**config.mk**
```make
export PLATFORM = sky130hd
export DESIGN_NAME = ba_front
export DESIGN_NICKNAME = d
export VERILOG_FILES = /design/src/hdl/buddy_allocator_assert.svh /design/src/hdl/ba_pkg.sv /design/src/hdl/ba_front.sv
export SDC_FILE = /design/constraint.sdc
export NUM_CORES = 1
export LEC_CHECK = 0
export ABC_AREA = 1
export BUFFER_PORTS_ARGS = -buffer_cell sky130_fd_sc_hd__buf_2
export CORE_MARGIN = 4
export CORE_UTILIZATION = 55
export DETAILED_ROUTE_END_ITERATION = 7
export PLACE_DENSITY = 0.86
export SETUP_SLACK_MARGIN = 0.02
export SLEW_MARGIN = 25
export SYNTH_ARGS = -nofsm -noshare
export SYNTH_HDL_FRONTEND = slang
export SYNTH_SLANG_ARGS = --single-unit
```
**constraint.sdc**
```tcl
create_clock -name vclk -period 9.15
set_input_delay 2.2875 -clock vclk [all_inputs]
set_output_delay 2.2875 -clock vclk [all_outputs]
set_load 0.005 [all_outputs]
```
**src/hdl/buddy_allocator_assert.svh**
```systemverilog
// Assertion macros for the buddy allocator checks.
// Expects clk and rst_n in the scope of each use.
`ifndef BUDDY_ALLOCATOR_ASSERT_SVH
`define BUDDY_ALLOCATOR_ASSERT_SVH

// Check a consequence in the same cycle as its cause
`define BA_ASSERT_SAME(label, ante, cons) \
  label: assert property (@(posedge clk) disable iff (!rst_n) (ante) |-> (cons)) \
    else $error("buddy allocator same-cycle check failed");

// Check a consequence in the cycle after its cause
`define BA_ASSERT_NEXT(label, ante, cons) \
  label: assert property (@(posedge clk) disable iff (!rst_n) (ante) |=> (cons)) \
    else $error("buddy allocator next-cycle check failed");

`endif

```
**src/hdl/ba_pkg.sv**
```systemverilog
// Shared constants, types and helpers of the buddy allocator.
// No dependencies; used by every module of the block.
package ba_pkg;

  localparam int TABLE_ENTRIES   = 512;
  localparam int IDX_W           = $clog2(TABLE_ENTRIES);
  localparam int MIN_BLOCK_BYTES = 32;
  localparam int MIN_SHIFT       = $clog2(MIN_BLOCK_BYTES);
  localparam int HEAP_BYTES      = TABLE_ENTRIES * MIN_BLOCK_BYTES;
  localparam int ENTRY_W         = 16;
  localparam int LEVELS          = IDX_W + 1;
  localparam int LVL_W           = $clog2(LEVELS);
  localparam int ADDR_W          = 32;
  localparam int SIZE_W          = 16;
  localparam int QUEUE_DEPTH     = 2;
  localparam int QPTR_W          = $clog2(QUEUE_DEPTH);

  localparam logic [ENTRY_W-1:0] USED_BIT      = ENTRY_W'(1);
  localparam logic [ENTRY_W-1:0] HEAP_ENTRY    = ENTRY_W'(HEAP_BYTES);
  localparam logic [ADDR_W-1:0]  HEAP_BASE_RST = 32'h2000_1000;
  localparam logic [ADDR_W-1:0]  FREE_SPAN     = ADDR_W'(HEAP_BYTES - MIN_BLOCK_BYTES);

  typedef enum logic {
    OP_ALLOC = 1'b0,
    OP_FREE  = 1'b1
  } op_t;

  // Decoded request word passed from front to back
  typedef struct packed {
    op_t               op;
    logic              fail;
    logic [LVL_W-1:0]  level;
    logic [IDX_W-1:0]  idx;
    logic [ADDR_W-1:0] addr;
  } cmd_t;

  typedef struct packed {
    logic full;
    logic empty;
  } q_status_t;

  typedef struct packed {
    logic clearing;
  } bk_status_t;

  // Bytes of a block that spans 2**lvl minimum blocks
  function automatic logic [ENTRY_W-1:0] block_bytes(input logic [LVL_W-1:0] lvl);
    block_bytes = ENTRY_W'(MIN_BLOCK_BYTES) << lvl;
  endfunction

endpackage

```
**src/hdl/ba_front.sv**
```systemverilog
// Request front end: accepts a word, rounds and classifies it.
// Depends on ba_pkg; feeds ba_queue.
module ba_front (
  input  logic                      start,
  output logic                      busy,
  input  logic                      in_operation,
  input  logic [ba_pkg::SIZE_W-1:0] in_request_size,
  input  logic [ba_pkg::ADDR_W-1:0] in_free_address,
  input  logic [ba_pkg::ADDR_W-1:0] heap_base,
  input  ba_pkg::q_status_t         q_status,
  input  ba_pkg::bk_status_t        bk_status,
  output logic                      push,
  output ba_pkg::cmd_t              cmd
);

  logic [ba_pkg::SIZE_W-1:0]  size_rnd;
  logic                       oversize;
  logic [ba_pkg::LVL_W-1:0]   level;
  logic [ba_pkg::ADDR_W:0]    diff;
  logic                       in_range;

  // Hold off while the queue is full or the table is being cleared
  assign busy = q_status.full | bk_status.clearing;
  assign push = start & ~busy;

  // Round the size up to one minimum block
  assign size_rnd = (in_request_size < ba_pkg::SIZE_W'(ba_pkg::MIN_BLOCK_BYTES)) ?
                    ba_pkg::SIZE_W'(ba_pkg::MIN_BLOCK_BYTES) : in_request_size;
  assign oversize = ({1'b0, size_rnd} > (ba_pkg::SIZE_W+1)'(ba_pkg::HEAP_BYTES));

  // Pick the smallest tree level whose block holds the size
  always_comb begin
    level = '0;
    for (int k = ba_pkg::IDX_W; k >= 0; k--) begin
      if (ba_pkg::block_bytes(ba_pkg::LVL_W'(k)) >= size_rnd) begin
        level = ba_pkg::LVL_W'(k);
      end
    end
  end

  // Range check of the free address against the heap
  assign diff     = {1'b0, in_free_address} - {1'b0, heap_base};
  assign in_range = ~diff[ba_pkg::ADDR_W] && (diff[ba_pkg::ADDR_W-1:0] <= ba_pkg::FREE_SPAN);

  always_comb begin
    cmd.op    = ba_pkg::op_t'(in_operation);
    cmd.fail  = (cmd.op == ba_pkg::OP_ALLOC) ? oversize : ~in_range;
    cmd.level = level;
    cmd.idx   = diff[ba_pkg::MIN_SHIFT +: ba_pkg::IDX_W];
    cmd.addr  = in_free_address;
  end

endmodule

```
* Yosys cells after proc, flatten, opt, wreduce, memory -nomap -nowiden
Index checks and enable logic that the tools add are counted.
Word-level totals: bits of input ports 85, flip-flop bits (word level) 0
Operators by class: muxes and demuxes 12, order comparisons 13, reductions and logical operators 1, $add $sub $neg 1, bitwise logic cells 5
Operator list (number):
- $mux W4 | 10
- $sub A32 B32 Y33 | 1
- $le A32 B14 Y1 const B | 1
- $ge A10 B16 Y1 const A | 1
- $ge A11 B16 Y1 const A | 1
- $ge A12 B16 Y1 const A | 1
- $ge A13 B16 Y1 const A | 1
- $ge A14 B16 Y1 const A | 1
- $ge A15 B16 Y1 const A | 1
- $ge A6 B16 Y1 const A | 1
- $ge A7 B16 Y1 const A | 1
- $ge A8 B16 Y1 const A | 1
- $ge A9 B16 Y1 const A | 1
- $gt A16 B15 Y1 const B | 1
- $lt A16 B6 Y1 const B | 1
- $mux W16 | 1
- $not A1 Y1 | 3
- $and A1 B1 Y1 | 1
- $logic_and A1 B1 Y1 | 1
- $mux W1 | 1
- $or A1 B1 Y1 | 1

* Logic depth before layout (Yosys ltp)
Gate-level depths: netlist of run 1.
depth after elaboration 13, mapped depth 21, gate-level depth less buffers 20

* Worst setup path before layout of run 1
Ideal clock, no wire load.
kind input -> output, from input in_free_address[0] (netlist bit), to output cmd[45] (netlist bit), arrival 3.971 ns, slack 2.892 ns, path buffers 0, stages on the path 20, cell sequence inv_1 -> ha_1 -> inv_1 -> fa_1 -> nand3_1 -> nand2_1 -> nand2_1 -> nand2_1 -> nand2_1 -> nand2_1 -> nand2_1 -> nand2_1 -> nand2_1 -> nand2_1 -> inv_1 -> nand3_1 -> nor2_1 -> nand3_1 -> nor2_1 -> nor2_1
RTL lines:
- start, declared | RTL line ba_front.sv:8 | input logic [ba_pkg::ADDR_W-1:0] in_free_address,
- end, declared | RTL line ba_front.sv:13 | output ba_pkg::cmd_t cmd

==> run metrics, run 1 <==
final WL 9.59 mm; Cell variety after synth 34; LEAKAGE 2.62 nW; worst hold path class input pin to output pin; DP Worst Slack 2.32 ns; Seq cells 0; Cell Area, Synth 0.00339 mm²; Yosys Warn Count 0; vias in the first global route 3,788; Final #Nets 908; Worst Hold End cmd[25]; simple-gate share of the synthesized area 53.6%; status finished clean; Final Max Tran Viols 0; Final ANT Viol Nets 0; area share of the largest cell type after synthesis 26.3%; pin count of the biggest net entering global routing 9; Post-Synth XOR/XNOR Area 0.517%; Row Count 28; Die W 86.5 µm; Peak Freq 146 MHz; slew margin rel. 71.8%; CP delay by family, top simple AND/OR/NAND/NOR gates; worst path bufs/invs 5; Antenna diodes 0; Pwr per Cell Area 58.0 mW/mm²; Final Critical Period 6.87 ns; Worst Path Max Fanout 5; Port Buffers 133; # Max-Cap Violations 0; layout cells sized above 1 24.0%; initial antenna violation count 0; post-CTS resize count 0; gpl congestion 0.958; Final period util 75.1%; endpoints failing setup 0; CP arrival 4.58 ns; RSZ-0062 raised after global routing false; Ports 134; final worst setup slack 2.28 ns; Post-CTS Setup Repair Bufs 0; WHS Path Cells 2; first-pass GRT wire length 15.9 mm; synth top area cells nand2_1, inv_1, ha_1, nor2_1, buf_4; chip height 86.5 µm; Remaining DRCs 0; vias post-DR 4,239; Initial Util 56.9%; critical path type input pin to output pin; die area 0.00748 mm²; 1st-iter DRT viols 263; post-synthesis compound-gate area fraction 7.42%; crit path cell chain buf_2 > inv_1 > ha_1 > inv_1 > fa_1 > nand3_1 > nand2_1 > nand2_1 > nand2_1 > nand2_1 > nand2_1 > nand2_1 > nand2_1 > nand2_1 > nand2_1 > inv_1 > nand3_1 > nor2_1 > nand3_1 > nor2_1 > nor2_1 > buf_2; crit path max-delay cell type fa_1; post-synthesis cell count 689; slew at the pin closest to its max-slew limit 0.420 ns; setup total negative slack 0 ns; DP Wirelength 8.55 mm; CORE AREA 0.00596 mm²; mux cell area share after synthesis 0%; Syn Area/Cell 4.92 µm²; CP endpoint kind output pin; register area 0 µm²; CP Depth 22; Overflow after GRT 0; crit-path max cell delay 0.50 ns; Synth-to-Final Area Change 14.8%; first drt pass iteration count 5; post-synthesis adder-cell area fraction 12.4%; CLK BUF 0; Worst setup SP type input pin; HP Start in_free_address[25]; Total GRT Usage 25.0%; vias per cell 4.91; Avg WL per Cell 11.1 µm; CP required 6.86 ns; hold buffer count at CTS 0; cell taking the most area after synthesis nand2_1; most frequent CP cell nand2_1; Peak VDD IR 0.0000367 V; largest family of logic cells by synthesized area simple AND/OR/NAND/NOR gates; Hold Vio Cnt, Final 0; register area share after synthesis 0%; syn nets 807
## cells in the mapped netlist, types with 2 or more instances
| cell type | n |
|---|---|
| a21boi_0 | 2 |
| a21oi_1 | 27 |
| and3_1 | 2 |
| buf_4 | 33 |
| ha_1 | 32 |
| inv_1 | 157 |
| inv_2 | 8 |
| nand2_1 | 237 |
| nand2_2 | 19 |
| nand3_1 | 34 |
| nand3_2 | 6 |
| nand3b_1 | 8 |
| nand4_1 | 8 |
| nor2_1 | 70 |
| nor2_2 | 12 |
| nor3_1 | 7 |
| nor3_2 | 4 |
| o21ai_0 | 5 |
| o21bai_1 | 2 |
| or2_2 | 2 |
## area by class of cell
cell class,count,area [µm²]
Fill cell,619,2070
Multi-Input combinational cell,489,2510
Timing Repair Buffer,133,666
Tap cell,75,93.8
Inverter,166,623
## routing by layer
metal | GRT usage [%] | up-vias | share of wire [%]
met5 | 0 | - | 0
met4 | 1.70 | 0 | 0.75
met3 | 0.380 | 6 | 7.1
met2 | 45.5 | 157 | 46
met1 | 34.4 | 1844 | 46
li1 | - | 2232 | -
## cells by family (layout without fill, tap and decap cells)
group           count (synthesis)  after routing
xor+xnor                        2              2
buf+inv                       200            299
fa+ha+maj                      33             33
compound gates                 42             42
simple gates                  412            412
## cells in the final DEF, fill, tap and decap left out, types with 2 or more instances in the layout
master    synthesis  layout
nor3_2            4       4
nor2_1           70      70
inv_1           157     157
nand3_2           6       6
and3_1            2       2
nand3b_1          8       8
nand2_1         237     237
inv_2             8       8
ha_1             32      32
o21bai_1          2       2
nand2_2          19      19
a21boi_0          2       2
buf_2             0     133
a21oi_1          27      27
nand3_1          34      34
or2_2             2       2
nor2_2           12      12
nor3_1            7       7
o21ai_0           5       5
nand4_1           8       8
## power breakdown
group	leakage (nW)	total, mW	internal (mW)	switching, mW
registers	0	0	0	0
logic	2.62	0.226	0.0867	0.139
clock network	0	0	0	0
total	2.62	0.226	0.0867	0.139
## how the worst max path moves through the flow
stage / endpoint / slack, ns / start
3_3_place_gp: cmd[45] / 2.38 / in_free_address[0]
3_5_place_dp: cmd[45] / 2.32 / in_free_address[0]
2_1_floorplan: cmd[45] / 2.89 / in_free_address[0]
4_1_cts: cmd[45] / 2.32 / in_free_address[0]
6_report: cmd[45] / 2.28 / in_free_address[0]
5_1_grt: cmd[45] / 2.03 / in_free_address[0]
## per-stage QoR
stage / hold slack [ns] / util [%] / instances / instance area (µm²) / power, mW
3_3_place_gp: 4.76 / 65.3 / 863 / 3890 / 0.217
5_1_grt: 4.77 / 65.3 / 863 / 3890 / 0.257
3_5_place_dp: 4.76 / 65.3 / 863 / 3890 / 0.222
2_1_floorplan: 4.65 / - / 689 / 3390 / 0.161
6_report: 4.76 / 65.3 / 863 / 3890 / 0.226
4_1_cts: 4.76 / 65.3 / 863 / 3890 / 0.223
Power figures use the tool's default switching activity.
==> run 2, diff against run 1 <==
ABC_AREA = 0   (was 1)
CORE_UTILIZATION = 44   (was 55)
PLACE_DENSITY = 0.78   (was 0.86)
clock period = 6.1 ns   (was 9.15 ns; I/O delays follow)
==> run metrics, run 2 <==
status finished clean; gpl congestion 0.959; Ports 134; Worst Path Max Fanout 3; cell taking the most area after synthesis ha_1; slew at the pin closest to its max-slew limit 0.475 ns; first-pass GRT wire length 11.3 mm; critical path type input pin to output pin; Final period util 95.9%; fin area 0.00311 mm²; Worst setup SP type input pin; CORE AREA 0.00561 mm²; Overflow after GRT 0; setup total negative slack 0 ns; register area 0 µm²; vias per cell 5.53; initial antenna violation count 0; Pwr per Cell Area 96.8 mW/mm²; Tot Pwr 0.301 mW; slew margin rel. 68.1%; CLK BUF 0; Avg WL per Cell 12.9 µm; top cells by count, synth inv_1, a21oi_1, buf_4; CP endpoint kind output pin; first drt pass iteration count 4; post-synthesis cell count 392; Cell variety after synth 59; Row Count 27; syn nets 510; die area 0.00714 mm²; CP required 4.58 ns; Peak VDD IR 0.0000391 V; Syn Area/Cell 6.57 µm²; RSZ-0062 raised after global routing false; DP Wirelength 6.23 mm; Peak Freq 171 MHz; final WL 7.21 mm; Final ANT Viol Nets 0; synth top area cells ha_1, buf_4, a21oi_1, inv_1, o21ai_0; most frequent cell after synthesis inv_1; Hold Vio Cnt, Final 0; # Max-Cap Violations 0; Post-DP Area 0.00307 mm²; LEAKAGE 1.62 nW; vias post-DR 3,089; area share of the largest cell type after synthesis 15.5%; Final #Nets 607; layout cells sized above 1 31.4%; Port Buffers 133; pin count of the biggest net entering global routing 13; commonest non-fill, non-tap cell in the layout buf_2; Antenna diodes 0; vias in the first global route 2,724; CP arrival 4.33 ns; commonest non-fill, non-tap cells in the layout buf_2, inv_1, a21oi_1, nand2_1, ha_1; Remaining DRCs 0; hold buffer count at CTS 0; crit path max-delay cell type or4_1; Total GRT Usage 17.6%; Die W 84.5 µm; Initial Util 45.9%; Filler cells 564; worst hold path class input pin to output pin; crit-path max cell delay 0.53 ns; 1st-iter DRT viols 118; Cell Area, Synth 0.00257 mm²; Final Critical Period 5.85 ns; Final Max Tran Viols 0; Synth-to-Final Area Change 20.8%; crit path cell chain buf_2 > inv_1 > ha_1 > inv_1 > fa_1 > a211oi_2 > o211ai_1 > nand4_1 > and3_1 > o21ai_0 > xor2_1 > or4_1 > nor4_4 > a31oi_1 > buf_2; endpoints failing setup 0; register area share after synthesis 0%; Seq cells 0; Yosys Warn Count 0; chip height 84.5 µm
run 2: kinds of logic after synthesis:
family	Yosys count	synth area share, %
AO/OA/AOI/OAI	132	35.1
AND/OR/NAND/NOR	117	23.1
buffers and inverters	88	17.7
adder cells (fa/ha/maj)	33	16.3
XOR/XNOR	16	5.44
multiplexers	6	2.33
run 2: area by class of cell:
class                      instances  area [µm²]  share of cell area [%]
tap                               72        90.1                    2.90
timing repair buffer             138         703                    22.6
multi-input combinational        304        2150                    69.1
inverter                          45         169                    5.43
run 2: timing repair:
item,in CTS,in global routing
setup endpoints to repair,0,1
gates resized for setup,0,8
buffers inserted,0,1
run 2: layer usage:
metal  GRT usage (%)  vias to the layer above  part of all wire [%]
met1            22.2                     1404                    43
met5               0                        -                     0
met3           0.883                        8                   5.6
met4            1.73                        0                  0.58
li1                -                     1592                     -
met2            33.8                       85                    51
run 2: path summary, 6_finish.rpt:
kind	startpoint	endpoint	slack, ns	cells after the start
setup / recovery	in_free_address[0]	cmd[45]	0.25	15
hold / removal	in_free_address[0]	cmd[0]	3.23	2
run 2: metrics by stage:
stage | hold WS, ns | utilization, % | setup slack (ns) | cells
floorplan | 3.09 | - | 0.604 | 392
global placement | 3.23 | 54.8 | 0.0765 | 558
detailed placement | 3.24 | 54.8 | 0.0411 | 558
CTS | 3.24 | 54.8 | 0.0310 | 558
global route | 3.24 | 55.5 | 0.0344 | 559
finish | 3.23 | 55.5 | 0.249 | 559
run 2: power by group:
part	internal, mW	leakage [nW]	switching (mW)
clock	0	0	0
sequential	0	0	0
combinational	0.134	1.62	0.167
total	0.134	1.62	0.167
run 2: worst max-delay path: cells and delay by family:
kind | cells | cell delay (ns)
buffers and inverters | 4 | 0.34
xor gates and xnor gates | 1 | 0.16
and+or+nand+nor | 4 | 1.05
AOI/OAI and AO/OA | 4 | 0.70
adders and majority gates | 2 | 0.55
==> run 3, diff against run 2 <==
CORE_UTILIZATION = 49   (was 44)
PLACE_DENSITY = 0.83   (was 0.78)
SETUP_SLACK_MARGIN = default   (was 0.02)
clock period = 5.4 ns   (was 6.1 ns; I/O delays follow)
==> run metrics, run 3 (synthesis results as in run 2) <==
Ports 134; Synth-to-Final Area Change 31.4%; CORE AREA 0.00511 mm²; Sw Share 52.0%; sequential power share 0%; 1st-iter DRT viols 131; vias post-DR 3,234; Antenna diodes 0; Final period util 99.5%; register area 0 µm²; RSZ-0062 raised after global routing true; CP arrival 4.02 ns; Final Critical Period 5.37 ns; Remaining DRCs 0; Initial Util 50.4%; DP Worst Slack -0.221 ns; fin area 0.00338 mm²; final WL 7.54 mm; CP endpoint kind output pin; Overflow after GRT 0; Logic pwr share 100.0%; Post-DP Area 0.00330 mm²; worst hold path class input pin to output pin; chip height 80.5 µm; Internal Pwr Total 0.185 mW; hold buffer count at CTS 0; Peak Freq 186 MHz; pin count of the biggest net entering global routing 13; WHS Path Cells 2; Seq cells 0; slew margin rel. 73.7%; CLK BUF 0; Worst setup SP type input pin; initial antenna violation count 0; status finished clean; Peak VDD IR 0.0000708 V; final core utilization 66.2%; slew at the pin closest to its max-slew limit 0.390 ns; Hold Vio Cnt, Final 0; Port Buffers 133; LEAKAGE 1.77 nW; first drt pass iteration count 5; CP required 4.05 ns; # Max-Cap Violations 0; Avg WL per Cell 12.9 µm; Die W 80.5 µm; Final Max Tran Viols 0; Total GRT Usage 21.5%; Final ANT Viol Nets 0; commonest non-fill, non-tap cell in the layout buf_2; vias per cell 5.51; Pwr per Cell Area 114 mW/mm²; Row Count 26; Worst Path Max Fanout 3; die area 0.00648 mm²; Final #Nets 637; endpoints failing setup 0; part of the power in the clock network 0%; commonest non-fill, non-tap cells in the layout buf_2, inv_1, a21oi_1, buf_4, nand2_1; DP Wirelength 6.44 mm; critical path type input pin to output pin; layout cells sized above 1 37.1%; final worst setup slack 0.0264 ns; first-pass GRT wire length 12.0 mm; vias in the first global route 2,853; Net Switching 0.200 mW; gpl congestion 0.904
## run 3: cell count changes in the layout (fill, tap and decap cells not counted), sizes merged
cell / before / now
buf: 138 / 168
## run 3: through the flow
step	hold slack [ns]	std cells	power (mW)	setup TNS, ns
final	2.88	587	0.385	0
after global routing	2.88	587	0.426	-0.141
after CTS	2.89	585	0.368	0
after detailed placement	2.89	586	0.363	-0.221
after global placement	2.88	586	0.355	-0.181
after floorplan	2.74	392	0.230	0
## run 3: cell type report
cell class	instances	area, µm²
Fill cell	482	1720
Inverter	45	171
Multi-Input combinational cell	304	2190
Tap cell	70	87.6
Timing Repair Buffer	168	938
## run 3: power by group through the flow
stage | Sequential (mW) | Combinational (mW) | Clock (mW)
6_report | 0 | 0.385 | 0
5_1_grt | 0 | 0.426 | 0
4_1_cts | 0 | 0.368 | 0
3_5_place_dp | 0 | 0.363 | 0
3_3_place_gp | 0 | 0.355 | 0
2_1_floorplan | 0 | 0.230 | 0
## run 3: timing repair
action | CTS | global route
resized for setup | 7 | 16
endpoints found under the hold margin | 0 | 0
setup endpoints to repair | 1 | 1
pin swaps | 8 | 12
buffers inserted | 0 | 2
## run 3: worst max-delay path, cell delays in order
cell      delay [ns]
buf_8           0.10
inv_4           0.05
ha_4            0.13
inv_2           0.03
fa_2            0.35
a211oi_2        0.25
o211ai_1        0.16
nand4_1         0.18
and3_4          0.20
o21ai_2         0.06
xor2_1          0.16
or4_4           0.53
nor4_4          0.23
a31oi_1         0.10
buf_2           0.14
## run 3: path summary, 6_finish.rpt
path / start / endpoint / slack, ns
worst min-delay path: in_free_address[0] / cmd[0] / 2.88
worst max-delay path: in_free_address[0] / cmd[45] / 0.03
## run 3: metal layers
layer / vias up / track usage [%] / share of wire (%)
met5: - / 0 / 0
met4: 0 / 0 / 0
met3: 0 / 0.112 / 6.7
met2: 115 / 41.6 / 50
met1: 1459 / 28.1 / 43
li1: 1660 / - / -
