**config.mk**
```make
export PLATFORM = sky130hd
export DESIGN_NAME = ba_queue
export DESIGN_NICKNAME = d
export VERILOG_FILES = /design/src/hdl/buddy_allocator_assert.svh /design/src/hdl/ba_pkg.sv /design/src/hdl/ba_queue.sv
export SDC_FILE = /design/constraint.sdc
export NUM_CORES = 1
export LEC_CHECK = 0
export BUFFER_PORTS_ARGS = -buffer_cell sky130_fd_sc_hd__buf_2
export CORE_ASPECT_RATIO = 2
export CORE_MARGIN = 2
export CORE_UTILIZATION = 51
export CTS_BUF_LIST = sky130_fd_sc_hd__clkbuf_16
export DETAILED_ROUTE_END_ITERATION = 12
export GPL_TIMING_DRIVEN = 0
export PLACE_DENSITY_LB_ADDON = 0.25
export SYNTH_ARGS = -nofsm -noshare
export SYNTH_HDL_FRONTEND = slang
export SYNTH_SLANG_ARGS = --single-unit
export TNS_END_PERCENT = 50
```
**constraint.sdc**
```tcl
create_clock -name clk -period 4.2 [get_ports clk]
set_input_delay 0.63 -clock clk [delete_from_list [all_inputs] [get_ports clk]]
set_output_delay 0.63 -clock clk [all_outputs]
set_load 0.02 [all_outputs]
```
**src/hdl/buddy_allocator_assert.svh**
```systemverilog
// Assertion macros for the buddy allocator checks.
// Expects clk and rst_n in the scope of each use.
`ifndef BUDDY_ALLOCATOR_ASSERT_SVH
`define BUDDY_ALLOCATOR_ASSERT_SVH

// Check a consequence in the same cycle as its cause
`define BA_ASSERT_SAME(label, ante, cons) \
  label: assert property (@(posedge clk) disable iff (!rst_n) (ante) |-> (cons)) \
    else $error("buddy allocator same-cycle check failed");

// Check a consequence in the cycle after its cause
`define BA_ASSERT_NEXT(label, ante, cons) \
  label: assert property (@(posedge clk) disable iff (!rst_n) (ante) |=> (cons)) \
    else $error("buddy allocator next-cycle check failed");

`endif

```
**src/hdl/ba_pkg.sv**
```systemverilog
// Shared constants, types and helpers of the buddy allocator.
// No dependencies; used by every module of the block.
package ba_pkg;

  localparam int TABLE_ENTRIES   = 512;
  localparam int IDX_W           = $clog2(TABLE_ENTRIES);
  localparam int MIN_BLOCK_BYTES = 32;
  localparam int MIN_SHIFT       = $clog2(MIN_BLOCK_BYTES);
  localparam int HEAP_BYTES      = TABLE_ENTRIES * MIN_BLOCK_BYTES;
  localparam int ENTRY_W         = 16;
  localparam int LEVELS          = IDX_W + 1;
  localparam int LVL_W           = $clog2(LEVELS);
  localparam int ADDR_W          = 32;
  localparam int SIZE_W          = 16;
  localparam int QUEUE_DEPTH     = 2;
  localparam int QPTR_W          = $clog2(QUEUE_DEPTH);

  localparam logic [ENTRY_W-1:0] USED_BIT      = ENTRY_W'(1);
  localparam logic [ENTRY_W-1:0] HEAP_ENTRY    = ENTRY_W'(HEAP_BYTES);
  localparam logic [ADDR_W-1:0]  HEAP_BASE_RST = 32'h2000_1000;
  localparam logic [ADDR_W-1:0]  FREE_SPAN     = ADDR_W'(HEAP_BYTES - MIN_BLOCK_BYTES);

  typedef enum logic {
    OP_ALLOC = 1'b0,
    OP_FREE  = 1'b1
  } op_t;

  // Decoded request word passed from front to back
  typedef struct packed {
    op_t               op;
    logic              fail;
    logic [LVL_W-1:0]  level;
    logic [IDX_W-1:0]  idx;
    logic [ADDR_W-1:0] addr;
  } cmd_t;

  typedef struct packed {
    logic full;
    logic empty;
  } q_status_t;

  typedef struct packed {
    logic clearing;
  } bk_status_t;

  // Bytes of a block that spans 2**lvl minimum blocks
  function automatic logic [ENTRY_W-1:0] block_bytes(input logic [LVL_W-1:0] lvl);
    block_bytes = ENTRY_W'(MIN_BLOCK_BYTES) << lvl;
  endfunction

endpackage

```
**src/hdl/ba_queue.sv**
```systemverilog
// Short request queue between front end and table engine.
// Depends on ba_pkg.
module ba_queue (
  input  logic              clk,
  input  logic              rst_n,
  input  logic              push,
  input  ba_pkg::cmd_t      cmd_in,
  input  logic              pop,
  output ba_pkg::cmd_t      cmd_out,
  output ba_pkg::q_status_t status
);

  ba_pkg::cmd_t              slot_r [ba_pkg::QUEUE_DEPTH];
  logic [ba_pkg::QPTR_W-1:0] wr_ptr_r, wr_ptr_nxt;
  logic [ba_pkg::QPTR_W-1:0] rd_ptr_r, rd_ptr_nxt;
  logic [ba_pkg::QPTR_W:0]   cnt_r, cnt_nxt;

  assign status.full  = (cnt_r == (ba_pkg::QPTR_W+1)'(ba_pkg::QUEUE_DEPTH));
  assign status.empty = (cnt_r == '0);
  assign cmd_out      = slot_r[rd_ptr_r];

  // Advance pointers with wrap
  always_comb begin
    wr_ptr_nxt = wr_ptr_r;
    rd_ptr_nxt = rd_ptr_r;
    cnt_nxt    = cnt_r;
    if (push) begin
      wr_ptr_nxt = (wr_ptr_r == ba_pkg::QPTR_W'(ba_pkg::QUEUE_DEPTH-1)) ? '0 :
                   wr_ptr_r + ba_pkg::QPTR_W'(1);
    end
    if (pop) begin
      rd_ptr_nxt = (rd_ptr_r == ba_pkg::QPTR_W'(ba_pkg::QUEUE_DEPTH-1)) ? '0 :
                   rd_ptr_r + ba_pkg::QPTR_W'(1);
    end
    case ({push, pop})
      2'b10:   cnt_nxt = cnt_r + (ba_pkg::QPTR_W+1)'(1);
      2'b01:   cnt_nxt = cnt_r - (ba_pkg::QPTR_W+1)'(1);
      default: cnt_nxt = cnt_r;
    endcase
  end

  always_ff @(posedge clk) begin
    if (!rst_n) begin
      wr_ptr_r <= '0;
      rd_ptr_r <= '0;
      cnt_r    <= '0;
    end else begin
      wr_ptr_r <= wr_ptr_nxt;
      rd_ptr_r <= rd_ptr_nxt;
      cnt_r    <= cnt_nxt;
    end
  end

  // Store the pushed word
  always_ff @(posedge clk) begin
    if (push) begin
      slot_r[wr_ptr_r] <= cmd_in;
    end
  end

endmodule

```
# Word-level counts from Yosys, hierarchy flattened
# Memories as Yosys holds them, arrays and structs flattened. A register that Yosys moved wholly into a read port is not among the register bits.
# Cells that the tools add are included.
[classes] mux=7 addsub=4 eq_ne=3 reduce_logical=2
[op_table] op="two-way mux 1 bit" n=6
[op_table] op="== test 2 bit (second input constant)" n=2
[op_table] op="one-hot mux 2 bit (2 select lines)" n=1
[op_table] op="adder 1 bit (second input constant)" n=2
[op_table] op="adder 2 x 1 -> 2 bit (second input constant)" n=1
[op_table] op="== test 2 x 1 -> 1 bit (second input constant)" n=1
[op_table] op="zero test 2 bit" n=1
[op_table] op="nonzero test 2 bit" n=1
[op_table] op="subtractor 2 x 1 -> 2 bit (second input constant)" n=1
[word_totals] reg_bits=4 word_cells=20 input_bits=51 n_memories=1 mem_bits_rw=94
[memory_table] name="slot_r" words=2 width=47 rd=1 rd_clocked_by_memory_dff=1 wr=1 line_no="ba_queue.sv:13" rtl="ba_pkg::cmd_t slot_r [ba_pkg::QUEUE_DEPTH];"

# Longest topological paths before layout
# Gate-level depths: netlist of the first run.
[logic_depth] depth_word=4 mapped_depth=5 depth_no_buf=5

# Worst setup path before layout of the first run
# No wires, ideal clock.
[synth_timing] kind="input to register" start="input push" end="memory slot_r[0][0] in the netlist's numbering (enable)" t_arrival_ps=2692 setup_time_ps=454 required_ps=3746 n_path_buf=0 path_slack_ps=1053 stages=2 path_cell_list="inv_1 > nor2_1"
[synth_between] elab_chain_cells=2
[synth_lines] item="start: declaration" line_no="ba_queue.sv:6" rtl="input logic push,"
[synth_lines] item="two-way mux 1 bit" line_no="ba_queue.sv:56" rtl="if (push) begin"
[synth_lines] item="two-way mux 1 bit (not written as such)" line_no="ba_queue.sv:57" rtl="slot_r[wr_ptr_r] <= cmd_in;"
[synth_lines] item="end: declaration" line_no="ba_queue.sv:13"
# Every way passes these cells.

==> metrics.yaml, run 1 <==
finish.instance_area_mm2: 0.00458
drt-initial-drc-count: 85
area_growth_pct: 27.2
synth_top_area_cell: "edfxtp_1"
dieArea_mm2: 0.00779
skew_ps: 3.78
finalCriticalPeriod_ps: 2310
cts_tree: "done"
postCtsSetupRepairBufs: 0
hold_buffers: 0
grt_use_met1: 0.158
end_kind: "output pin"
placed_cell_area_mm2: 0.00427
vias_per_cell: 4.94
start_kind: "register"
place_inst: 359
io_pins: 100
report.final.slew_viol_count: 0
final_cell_mix: "101 x buf_2, 94 x edfxtp_1, 47 x mux2_2"
die_x_um: 63.4
layout-drive-gt1-share: 0.596
start_util: 0.523
grt_first_pass_wirelength_um: 9150
drt_first_pass_iters: 4
die_height_um: 123
n_antenna_cell: 0
synthCells: 168
synthTopCellsByArea: "edfxtp_1 78%, mux2_2 15%, dfxtp_1 2.8%"
fin_crit_sh: 0.551
ys_warn_count: 0
drc: 0
fin_tns_setup_ps: 0
crit_path_max_fanout: 10
power_density_mw_per_mm2: 492
power_mw: 2.25
numCtsBuffers: 9
grt_pass1_vias: 1961
wire_per_inst_um: 15.9
syn-mean-instance-area_um2: 21.4
grtUsageMet2: 0.295
grt.busiest_layer: "met2"
p_leak_nw: 1.75
synth_cell_types: 17
synth_seq_cells: 99
fin_util: 0.665
drv_cap: 0
grt_max_degree: 28
met3_usage: 0.0568
place_congestion: 0.697
num_rows: 43
status: "completed"
whs_ps: 480
worstMarginPinSlew_ps: 816
worstPathArrival_ps: 1680
crit_type: "reg -> out"
clkSlewWorstSetupHoldPaths_ps: 60
clock_sinks: 99
antenna_found_initial: 0
dp_hpwl_um: 4150
io_buffers: 99
grt_usage: 0.162
syn_nets: 220
nets: 332
fin_cells: 375
cts_resized: 0
preCtsSetupSlack_ps: 2170
worst_slack_ps: 1890
cts-root-buf: "clkbuf_16"
overflow: 0
yosysSeqAreaShare: 0.812
cts_buffer_depth: 2
vias: 1852
htree_num_levels: 3
hp-class: "in -> reg"
setup-violations-final: 0
clkLatencyLatePin_ps: 330
max_freq_ghz: 0.432
max_slew_margin: 0.455
core_area_mm2: 0.00689
layout_commonest_cell: "buf_2"
syn_area_mm2: 0.00360
ant_nets: 0
yosysTopAreaCellShare: 0.784
vdd_drop_max_uv: 323
rsz0062_at_grt: "no"
required_ps: 3570
hold_violations: 0
wl_um: 5970
-- Yosys cell counts --
master / n
a21boi_1: 1
buf_2: 2
xnor2_1: 2
o21ai_0: 1
edfxtp_1: 94
xor2_1: 1
nor2b_1: 1
o21a_1: 1
nor2_1: 2
ha_1: 1
buf_4: 3
and2_1: 4
mux2_2: 47
inv_1: 1
dfxtp_1: 5
and2b_2: 1
or3_1: 1
-- final timing paths --
kind                            startpoint       endpoint  slack (ps)  depth (start not counted)
worst max register to register    wr_ptr_r  slot_r[1][26]        2610                          2
worst min register to register    cnt_r[1]       cnt_r[1]         520                          2
worst min-delay path            cmd_in[21]  slot_r[0][21]         480                          1
worst max-delay path              register     cmd_out[2]        1890                          4
-- cells by family (layout without fill, tap and decap cells) --
family                   after synthesis  in the layout  synth area share
flip-flops                            99             99             0.812
AND/OR/NAND/NOR                        9              9            0.0149
adder cells (fa/ha/maj)                1              1           0.00347
buffers and inverters                  6            123            0.0101
AO/OA/AOI/OAI                          3              3           0.00556
XOR/XNOR                               3              3           0.00730
multiplexers                          47             47             0.147
-- report_power, final --
part / leakage (nW) / total [mW] / internal (mW) / switching [mW]
clock: 0.154 / 0.832 / 0.514 / 0.318
combinational: 0.668 / 0.268 / 0.116 / 0.152
sequential: 0.924 / 1.15 / 1.14 / 0.0136
-- area by class of cell --
| class | count | area [µm²] |
|---|---|---|
| Sequential cell | 99 | 2920 |
| Buffer | 5 | 32.5 |
| Timing Repair Buffer | 101 | 551 |
| Fill cell | 559 | 2310 |
| Clock inverter | 7 | 82.6 |
| Multi-Input combinational cell | 63 | 651 |
| Inverter | 1 | 3.75 |
| Clock buffer | 9 | 225 |
| Tap cell | 90 | 113 |
-- registers in the layout, summed over array words and instances (netlist names), named ones only --
signal    count
rd_ptr_r      1
cnt_r         2
slot_r       94
wr_ptr_r      1
-- metal layers --
metal,part of all wire,vias to the layer above
li1,-,880
met2,0.58,58
met5,0,-
met4,0.024,0
met3,0.057,9
met1,0.34,905
-- worst max-delay path, stage by stage (launching register included) --
cell and delay (ps):
dfxtp_1 320, buf_2 260, buf_4 250, mux2_2 360, buf_2 160
Note: power is estimated with default switching activity, not from simulation.
==> run 2, diff against run 1 <==
Settings changed: ABC_AREA set to 1, CORE_UTILIZATION 51 to 52.
Clock period 4.2 ns to 2.4 ns, I/O delays scaled along.
==> run 2 against run 1 <==
Cell count increased by 3.5%. Worst hold slack got worse by 270 ps. Die area increased by 1.8%.
==> metrics.yaml, run 2 <==
status: "completed"
nets: 345
layout-drive-gt1-share: 0.574
dp_hpwl_um: 4060
drv_cap: 0
synth-simple-area-share: 0.0217
reg2reg_to: "slot_r[0][0]"
synth-xor-area-share: 0
die_height_um: 124
clkLatencyLatePin_ps: 330
htree_num_levels: 3
async_flop_share: 0
fin_crit_sh: 0.772
synthTopCellsByArea: "edfxtp_1 75%, mux2_4 12%, mux2_2 5.1%"
core_area_mm2: 0.00694
path_cells: "buf_6, buf_6, mux2_4, buf_2"
vdd_drop_max_uv: 728
required_ps: 2040
cts_buffer_depth: 2
finalCriticalPeriod_ps: 1850
max_freq_ghz: 0.540
clkSlewWorstSetupHoldPaths_ps: 60
hold_start: "cmd_in[33]"
synth_cell_types: 13
hold_end: "slot_r[1][33]"
critical_path.top_delay_family: "buffers and inverters"
drt-initial-drc-count: 85
synthCells: 181
grt_pass1_vias: 1971
syn-mean-instance-area_um2: 20.7
syn_area_mm2: 0.00374
num_rows: 43
clock_sinks: 99
wire_per_inst_um: 14.9
cts_tree: "done"
placed_cell_area_mm2: 0.00440
layout_commonest_cell: "buf_2"
rsz0062_at_grt: "no"
vias: 1888
numCtsBuffers: 9
overflow: 0
grt_max_degree: 28
crit_path_max_fanout: 10
cts_resized: 0
start_util: 0.539
synth.area.mux_share: 0.172
yosysSeqAreaShare: 0.781
n_antenna_cell: 0
worstPathArrival_ps: 1490
rr_startpoint: "wr_ptr_r"
yosys_most_used_dff: "edfxtp_1"
start_kind: "register"
final_cell_mix: "100 x buf_2, 94 x edfxtp_1, 30 x mux2_4"
r2r_slack_ps: 930
slowest_delay_ps: 340
hold_buffers: 0
vias_per_cell: 4.87
io_pins: 100
finish.instance_area_mm2: 0.00474
cts-root-buf: "clkbuf_16"
synth_top_family_by_area: "multiplexers"
die_x_um: 64.0
grt_usage: 0.156
io_buffers: 99
hold_violations: 0
end_kind: "output pin"
yosysTopAreaCellShare: 0.755
yosys.cell_count.top_type: "edfxtp_1"
drt_first_pass_iters: 4
cp.buffers_inverters: 3
synth_compound_area_frac: 0.00268
rr_worst_depth: 2
synth_edf_count: 94
syn_nets: 233
synth_fa_ha_area_frac: 0.00334
hp-class: "in -> reg"
max_slew_margin: 0.568
synth_top_area_cell: "edfxtp_1"
synth_common_cells: "94 x edfxtp_1, 30 x mux2_4, 17 x mux2_2"
power_density_mw_per_mm2: 852
ys_warn_count: 0
p_leak_nw: 1.90
slowest_stage: "dfxtp_1"
crit_type: "reg -> out"
antenna_found_initial: 0
cpMostUsedCell: "buf_6"
reg.largest.list: "slot_r x94, cnt_r x2"
grt_first_pass_wirelength_um: 8960
fillers: 488
regMostFlops: "slot_r"
drc: 0
fin_cells: 388
report.final.slew_viol_count: 0
postCtsSetupRepairBufs: 0
dieArea_mm2: 0.00793
area_growth_pct: 26.7
place_inst: 372
synth_seq_cells: 99
whs_ps: 214
fin_util: 0.683
worstMarginPinSlew_ps: 647
wl_um: 5770
ant_nets: 0
place_congestion: 0.687
whs_path_depth: 1
setup-violations-final: 0
skew_ps: 4.49
largest_reg_flops: 94
-- run 2: worst max-delay path by stage --
stage,start,end,slack [ps],cells past startpoint
after floorplan,push,slot_r[0][0],360,2
after global placement,push,slot_r[0][5],-430,3
after detailed placement,push,slot_r[0][43],720,4
after CTS,register,cmd_out[5],510,4
after global routing,register,cmd_out[2],460,4
final,register,cmd_out[6],550,4
-- run 2: layout make-up --
cell class / instances / area, µm² / area share
Sequential cell: 99 / 2920 / 0.617
Multi-Input combinational cell: 71 / 753 / 0.159
Timing Repair Buffer: 101 / 536 / 0.113
Clock buffer: 9 / 225 / 0.0475
Clock inverter: 7 / 116 / 0.0246
Tap cell: 90 / 113 / 0.0238
Buffer: 5 / 50.0 / 0.0106
Inverter: 6 / 22.5 / 0.00475
-- run 2: per-layer routing --
layer / part of all wire / wire length (µm) / GRT usage / up-vias
met5: 0 / 0 / 0 / -
met4: 0.022 / 129 / 0.0897 / 0
met3: 0.056 / 324 / 0.0443 / 10
met2: 0.58 / 3340 / 0.281 / 59
met1: 0.34 / 1970 / 0.159 / 905
li1: - / - / - / 914
-- run 2: power by group --
group | internal (mW) | switching, mW | total (mW)
Clock | 1.01 | 0.555 | 1.57
Sequential | 1.99 | 0.0254 | 2.02
Combinational | 0.202 | 0.247 | 0.449
-- run 2: kinds of logic after synthesis --
logic type / Yosys count
flip-flops: 99
multiplexers: 47
AND/OR/NAND/NOR: 21
buffers and inverters: 11
AO/OA/AOI/OAI: 2
adder cells (fa/ha/maj): 1
-- run 2: metrics by stage --
step	setup TNS, ps	setup slack [ps]	total power [mW]
final	0	547	4.04
after global routing	0	461	4.18
after CTS	0	510	4.09
after detailed placement	0	723	2.52
after global placement	-20200	-431	2.50
after floorplan	0	364	2.35
-- run 2: worst reg2reg max path, cell delays in order (launching register included) --
cell and delay, ps:
dfxtp_1 350, nor2_4 540, buf_12 280
==> run 3, diff against run 2 <==
Settings changed: CORE_UTILIZATION 52 to 47.
Clock period 2.4 ns to 1.56 ns, I/O delays scaled along.
==> run 3 against run 2 <==
The run now ends with setup timing left. Total power up 57%. Flip-flop and latch count is the same. Clock power up 54%. Worst hold slack worse by 130 ps. First-iteration DRC count grew 61%. Cell area increased by 4.7%. Critical path depth is the same. Sequential share of layout area shrank 2.7 points. Setup slack worse by 660 ps. Via count is 0.58% higher. Cell count up 2.1%. Critical endpoint is now cmd_out[21]. Clock skew shrank 0.61 ps.
==> metrics.yaml, run 3 (synthesis results as in run 2) <==
status: "finished, violations left"
nets: 347
dp_hpwl_um: 3840
finish.instance_area_mm2: 0.00496
fin_crit_sh: 1.08
drv_cap: 0
required_ps: 1330
antenna_found_initial: 0
vias_per_cell: 4.80
wire_per_inst_um: 14.6
layout_commonest_cell: "edfxtp_1"
setup-violations-final: 45
power_mw: 6.34
start_kind: "register"
layout-drive-gt1-share: 0.577
io_buffers: 99
whs_path_depth: 1
grt_first_pass_wirelength_um: 8380
io_pins: 100
report.final.slew_viol_count: 0
n_antenna_cell: 0
cts_tree: "done"
worstPathArrival_ps: 1440
power_density_mw_per_mm2: 1280
skew_ps: 3.88
numCtsBuffers: 9
num_rows: 46
clock_sinks: 99
worst_slack_ps: -117
start_util: 0.478
p_leak_nw: 1.98
r2r_slack_ps: 120
preCtsSetupSlack_ps: -325
largest_reg_flops: 94
fin_tns_setup_ps: -3980
placed_cell_area_mm2: 0.00438
hold_violations: 0
wl_um: 5800
dieArea_mm2: 0.00873
vias: 1899
drt_first_pass_iters: 4
fin_cells: 396
crit_type: "reg -> out"
die_height_um: 130
grt_max_degree: 32
drt-initial-drc-count: 137
hold_buffers: 0
grt_usage: 0.136
rsz0062_at_grt: "yes"
die_x_um: 67.1
reg.largest.list: "slot_r x94, cnt_r x2"
crit_path_max_fanout: 10
finalCriticalPeriod_ps: 1680
max_freq_ghz: 0.596
worstMarginPinSlew_ps: 742
end_kind: "output pin"
final_cell_mix: "94 x edfxtp_1, 73 x buf_2, 31 x mux2_4"
vdd_drop_max_uv: 1040
clkSlewWorstSetupHoldPaths_ps: 60
cts-root-buf: "clkbuf_16"
htree_num_levels: 3
regMostFlops: "slot_r"
cts_buffer_depth: 2
drc: 0
place_inst: 377
place_congestion: 0.614
clkLatencyLatePin_ps: 330
hp-class: "in -> reg"
max_slew_margin: 0.504
violations: "setup timing"
overflow: 0
grt_pass1_vias: 1816
ant_nets: 0
rr_worst_depth: 3
core_area_mm2: 0.00783
area_growth_pct: 32.6
-- run 3: power by group --
group	switching, mW	total, mW	internal (mW)
sequential	0.0406	3.11	3.07
combinational	0.402	0.800	0.398
clock	0.863	2.42	1.56
-- run 3: per-stage QoR --
step	utilization	hold WS, ps
floorplan	-	333
global placement	0.558	421
detailed placement	0.560	425
CTS	0.606	74.4
global route	0.634	75.3
finish	0.634	88.5
-- run 3: final timing paths --
path	startpoint	end
min	cmd_in[1]	slot_r[0][1]
min reg2reg	rd_ptr_r	rd_ptr_r
max reg2reg	wr_ptr_r	slot_r[1][38]
max	register	cmd_out[21]
-- run 3: what timing repair did --
action / CTS / global route
pin swaps: 1 / 0
resized for setup: 3 / 59
buffers inserted: 0 / 2
gates cloned: 1 / 0
setup endpoints to repair: 94 / 78
-- run 3: final cells by class --
cell class / instances / area, µm²
flip-flops and latches: 99 / 2920
fillers: 598 / 2870
multi-input cells: 72 / 768
repair buffers: 102 / 694
clock buffers: 9 / 225
well taps: 96 / 120
clock inverters: 7 / 116
plain buffers: 5 / 87.6
inverters: 6 / 23.8
-- run 3: routing by layer --
layer	GRT usage	wire [µm]	vias to the layer above	part of all wire
li1	-	-	923	-
met1	0.154	2170	892	0.37
met4	0.0804	132	0	0.023
met3	0.0457	464	9	0.080
met2	0.219	3030	75	0.52
met5	0	0	-	0
-- run 3: worst max-delay path, cell delays in order (launching register included) --
cell and delay, ps:
dfxtp_2 350, buf_12 150, buf_12 150, mux2_4 300, buf_2 160
